`config.mk`:
```
export PLATFORM = sky130hd
export DESIGN_NAME = ssb_seq
export DESIGN_NICKNAME = d
export VERILOG_FILES = /design/src/sv/ssb_pkg.sv /design/src/sv/ssb_seq.sv
export SDC_FILE = /design/constraint.sdc
export NUM_CORES = 1
export LEC_CHECK = 0
export BUFFER_PORTS_ARGS = -buffer_cell sky130_fd_sc_hd__buf_4
export CAP_MARGIN = 40
export CORE_MARGIN = 1
export CORE_UTILIZATION = 58
export CTS_CLUSTER_SIZE = 8
export DETAILED_ROUTE_END_ITERATION = 12
export PLACE_DENSITY_LB_ADDON = 0.08
export RECOVER_POWER = 25
export SKIP_CTS_REPAIR_TIMING = 1
export SYNTH_ARGS = -nofsm -noshare
export SYNTH_HDL_FRONTEND = slang
export SYNTH_SLANG_ARGS = --single-unit
```
`constraint.sdc`:
```
create_clock -name clk -period 5.22 [get_ports clk]
set_clock_uncertainty 0.05 [all_clocks]
set_input_delay 1.044 -clock clk [delete_from_list [all_inputs] [get_ports clk]]
set_output_delay 1.044 -clock clk [all_outputs]
set_load 0.02 [all_outputs]
```
`src/sv/ssb_pkg.sv`:
```
// ----------------------------------------------------------------------------
// ssb_pkg
// Shared widths and result type of the stack sequence builder.
// ----------------------------------------------------------------------------
package ssb_pkg;

	localparam int FIELD_W = 11;
	localparam int NEXT_W  = FIELD_W + 1;

	typedef struct packed {
		logic [FIELD_W-1:0] push_count;
		logic               popped;
		logic               failed;
		logic               sequence_done;
	} ssb_result_t;

endpackage

```
`src/sv/ssb_seq.sv`:
```
// ----------------------------------------------------------------------------
// ssb_seq
// Sequencer: one push per cycle, then a compare and either a pop with top-of-stack refill or a fail.
// ----------------------------------------------------------------------------
module ssb_seq #(
	parameter int MAX_LEN = 1024,
	parameter int ADDR_W  = $clog2(MAX_LEN),
	parameter int DEPTH_W = $clog2(MAX_LEN + 1)
) (
	input  logic                        clk,
	input  logic                        arst_n,
	input  logic                        cfg_we,
	input  logic [ssb_pkg::FIELD_W-1:0] cfg_len,
	input  logic                        req_valid,
	output logic                        req_stall,
	input  logic [ssb_pkg::FIELD_W-1:0] req_target,
	output logic                        res_valid,
	input  logic                        res_ready,
	output ssb_pkg::ssb_result_t        res,
	output logic                        mem_we,
	output logic [ADDR_W-1:0]           mem_waddr,
	output logic [ssb_pkg::FIELD_W-1:0] mem_wdata,
	output logic                        mem_re,
	output logic [ADDR_W-1:0]           mem_raddr,
	input  logic [ssb_pkg::FIELD_W-1:0] mem_rdata
);

	localparam int LIM = (MAX_LEN < 2047) ? MAX_LEN : 2047;
	localparam logic [ssb_pkg::FIELD_W-1:0] LIM_V = ssb_pkg::FIELD_W'(LIM);

	typedef enum logic [1:0] {
		ST_IDLE,
		ST_PUSH,
		ST_REFILL,
		ST_RESULT
	} state_t;

	state_t                       state_q;
	logic [ssb_pkg::FIELD_W-1:0]  len_q;
	logic [ssb_pkg::FIELD_W-1:0]  target_q;
	logic [ssb_pkg::FIELD_W-1:0]  top_q;
	logic [DEPTH_W-1:0]           depth_q;
	logic [ssb_pkg::NEXT_W-1:0]   next_q;
	logic [ssb_pkg::FIELD_W-1:0]  matched_q;
	logic                         fail_q;
	ssb_pkg::ssb_result_t         res_q;

	logic                         empty;
	logic                         top_lt;
	logic                         top_eq;
	logic                         can_push;
	logic                         push_go;
	logic [ssb_pkg::FIELD_W-1:0]  matched_inc;

	assign empty       = (depth_q == '0);
	assign top_lt      = (top_q < target_q);
	assign top_eq      = (top_q == target_q);
	assign can_push    = (next_q <= {1'b0, len_q});
	assign push_go     = (state_q == ST_PUSH) && (empty || top_lt) && can_push;
	assign matched_inc = matched_q + ssb_pkg::FIELD_W'(1);

	assign mem_we    = push_go;
	assign mem_waddr = depth_q[ADDR_W-1:0];
	assign mem_wdata = next_q[ssb_pkg::FIELD_W-1:0];
	assign mem_re    = (state_q == ST_PUSH) && !push_go && !empty && top_eq;
	assign mem_raddr = ADDR_W'(depth_q - DEPTH_W'(2));

	assign req_stall = (state_q != ST_IDLE);
	assign res_valid = (state_q == ST_RESULT);
	assign res       = res_q;

	always_ff @(posedge clk or negedge arst_n) begin
		if (!arst_n) begin
			state_q   <= ST_IDLE;
			len_q     <= ssb_pkg::FIELD_W'(1);
			depth_q   <= '0;
			next_q    <= ssb_pkg::NEXT_W'(1);
			matched_q <= '0;
			fail_q    <= 1'b0;
		end else if (cfg_we) begin
			state_q   <= ST_IDLE;
			len_q     <= (cfg_len > LIM_V) ? LIM_V : cfg_len;
			depth_q   <= '0;
			next_q    <= ssb_pkg::NEXT_W'(1);
			matched_q <= '0;
			fail_q    <= 1'b0;
		end else begin
			case (state_q)
				ST_IDLE: begin
					if (req_valid) begin
						target_q         <= req_target;
						res_q.push_count <= '0;
						res_q.popped     <= 1'b0;
						if (fail_q || matched_q >= len_q) begin
							res_q.failed        <= fail_q;
							res_q.sequence_done <= !fail_q;
							state_q             <= ST_RESULT;
						end else begin
							state_q <= ST_PUSH;
						end
					end
				end
				ST_PUSH: begin
					if (push_go) begin
						top_q            <= next_q[ssb_pkg::FIELD_W-1:0];
						depth_q          <= depth_q + DEPTH_W'(1);
						next_q           <= next_q + ssb_pkg::NEXT_W'(1);
						res_q.push_count <= res_q.push_count + ssb_pkg::FIELD_W'(1);
					end else if (!empty && top_eq) begin
						depth_q             <= depth_q - DEPTH_W'(1);
						matched_q           <= matched_inc;
						res_q.popped        <= 1'b1;
						res_q.failed        <= 1'b0;
						res_q.sequence_done <= (matched_inc >= len_q);
						state_q             <= ST_REFILL;
					end else begin
						fail_q              <= 1'b1;
						res_q.failed        <= 1'b1;
						res_q.sequence_done <= 1'b0;
						state_q             <= ST_RESULT;
					end
				end
				ST_REFILL: begin
					top_q   <= mem_rdata;
					state_q <= ST_RESULT;
				end
				ST_RESULT: begin
					if (res_ready) begin
						state_q <= ST_IDLE;
					end
				end
				default: begin
					state_q <= ST_IDLE;
				end
			endcase
		end
	end

endmodule

```
==> flow_summary.toml <==
[timing]
finalCritPeriodShare = 0.8697
setup_viol_count_final = 0
hold_viol = 0
fin_tns_setup_ns = 0
slew_viol_final = 49
relSlewSlack = -0.7131
fin_crit_ns = 4.540
rsz0062_at_grt = "no"
max_freq_ghz = 0.2203
worst_pin_slew_ns = 2.570

[flow_run]
drv_cap = 1

[worst_setup_path]
worstPathRequired_ns = 5.46
cp_max_fo = 12
worstPathCellList = "ha_1, a21o_1, a211oi_2, o211ai_1, o21bai_2, nand3_2, fa_1, a21oi_1, o211ai_1, o41ai_1, o21ai_0, or4b_1, nand4_1"
critPathCaptureType = "register"
cp_slowest_cell = "fa_1"
critPathTopFamily = "compound AO/OA/AOI/OAI gates"
critical_path_class = "reg -> reg"
cp-start-kind = "register"
worst_path_largest_cell_delay_ns = 0.54
cp.arrival_ns = 4.78
crit_buf_inv = 0
cpMostUsedCell = "o211ai_1"

[floorplanning]
die_w_um = 101.3
core_region_area_mm2 = 0.009415
die_area_mm2 = 0.01026
die-height_um = 101.3
initial_core_util = 0.6072
pin_count = 87
rows = 35

[synth]
synth_ff_type = "dfrtp_1"
postSynthCellCount = 581
synth_edf_count = 36
yosysWarnings = 0
netlist-cell-type-count = 63
yosysTopAreaCell = "dfrtp_1"
yosysSeqAreaShare = 0.3996
syn-num-nets = 683
ys_async_sr_fraction = 0.5714
ys_seq_elements = 84
synth.avg_cell_area_um2 = 9.839
synthTopCellsByArea = "dfrtp_1 20%, edfxtp_1 19%, ha_1 14%"
synth_top_area_share = 0.2014
synth_area_mm2 = 0.005717

[power_and_ir_drop]
leakagePower_nw = 2.889
p_per_area_mw_per_mm2 = 517.6
peakVddDrop_mv = 0.3579
finalPower_mw = 3.347

[global_route]
overflow = 0
grt_pass1_wl_um = 20690
grt_max_degree = 60
antenna_found_initial = 0
grt_pass1_vias = 4410
grt_usage = 0.2576

[layout]
multi_input_area_mm2 = 0.003029
drive_gt1_frac = 0.2040
finalNetCount = 744
seq_area_mm2 = 0.002285
area.growth.synth_to_final_pct = 13.11
diodes = 0
nFillCells = 738
finalCoreUtilization = 0.6868

[outcome]
violations = "capacitance limit, slew limit"
status = "finished with violations"

[clock_network]
numCtsBuffers = 9
insertion_delay_ns = 0.36
htree_levels = 3
clk_pin_slew_ns = 0.09
max-clock-path-buffers = 2
cts_sinks = 84
cts-root-buf = "clkbuf_8"
cts_tree = "done"

[drt]
wl_per_cell_um = 16.33
route.detailed.drc = 0
wirelength_um = 12670
vias_per_cell = 5.826
drtIter0Drc = 183
final_antenna_net_count = 0
drt_first_pass_iters = 5
num_vias = 4521

[hold_path]
holdCritPathClass = "reg -> reg"

[placed_design]
dpl.hpwl_um = 9516
gp_congestion = 0.8655
io_buffers = 86
layout make-up:
cell class | count | share of cell area
Multi-Input combinational cell | 418 | 0.4685
Sequential cell | 84 | 0.3533
Timing Repair Buffer | 91 | 0.1039
Tap cell | 129 | 0.02496
Inverter | 38 | 0.02206
Clock buffer | 10 | 0.01974
Clock inverter | 6 | 0.007546
Yosys cell counts, types with 4 or more instances:
cell type   n
a211oi_1   10
a21o_1      6
a21oi_1    44
a31o_2      4
a31oi_1     4
and3_1      9
buf_4      24
clkbuf_1   13
dfrtp_1    46
edfxtp_1   36
ha_1       63
inv_1      38
mux2_2      9
nand2_1    39
nand2b_1    5
nand3_1    30
nand3b_1    4
nand4_1     7
nor2_1     35
nor3_1      7
o21ai_0    32
o22ai_1     6
o31ai_1     4
o41ai_1     4
or3_1       8
or4_1       8
xnor2_1    25
xor2_1     13
cells by family after synthesis:
family | share of synthesized area
AND/OR/NAND/NOR | 0.1552
AO/OA/AOI/OAI | 0.1521
flip-flops | 0.3996
buffers and inverters | 0.07047
adder cells (fa/ha/maj) | 0.1414
XOR/XNOR | 0.05822
multiplexers | 0.02298
sequential cells by signal, summed over array words and instances, names as in the netlist:
name,cells
res,14
state_q,2
len_q,11
depth_q,11
fail_q,1
target_q,11
next_q,12
top_q,11
matched_q,11
stage by stage:
stage | std cells | area, um2 | setup slack [ns] | hold slack [ns]
floorplan | 581 | 5717 | 1.500 | 0.4316
global placement | 758 | 6286 | 0.8868 | 0.4572
detailed placement | 760 | 6301 | 0.7157 | 0.4680
CTS | 776 | 6477 | 0.6637 | 0.4813
global route | 776 | 6466 | 0.2511 | 0.4893
finish | 776 | 6466 | 0.6800 | 0.4773
path summary, 6_finish.rpt:
check / start / endpoint / slack [ns] / cells after the start
max reg2reg: next_q[9]$_DFFE_PN0P_ / depth_q[10]$_DFFE_PN0P_ / 0.68 / 13
min in group asynchronous: arst_n / matched_q[0]$_DFFE_PN0P_ / 1.71 / 2
min reg2reg: len_q[0]$_DFFE_PN1P_ / len_q[0]$_DFFE_PN1P_ / 0.48 / 1
max: next_q[9]$_DFFE_PN0P_ / depth_q[10]$_DFFE_PN0P_ / 0.68 / 13
max in group asynchronous: arst_n / matched_q[9]$_DFFE_PN0P_ / 1.95 / 2
min: len_q[0]$_DFFE_PN1P_ / len_q[0]$_DFFE_PN1P_ / 0.48 / 1
placed cells by master (no fill, tap or decap), types with 5 or more instances in the layout:
cell type	count
buf_4	77
a211oi_1	10
nor2_1	35
edfxtp_1	36
a21o_1	6
nand2b_1	5
o21ai_0	32
xnor2_1	25
ha_1	63
dfrtp_1	46
nand3_1	30
nand2_1	39
xor2_1	13
and3_1	9
clkbuf_8	9
clkbuf_4	11
nor3_1	7
or3_1	8
nand4_1	7
or4_1	8
a21oi_1	44
mux2_2	9
o22ai_1	6
inv_1	38
metal layers:
layer,global-route usage,wire [um],share of wire
met3,0.03106,748,0.059
met5,0,0,0
met2,0.4249,5986,0.47
met1,0.3494,5724,0.45
met4,0.09699,215,0.017
power breakdown:
part,leakage (nW),total [mW],switching (mW),internal [mW]
sequential,0.981,0.956,0.133,0.823
clock,0.0795,0.434,0.256,0.177
combinational,1.83,1.96,1.12,0.841
total,2.89,3.35,1.51,1.84
Power figures use the tool's default switching activity.
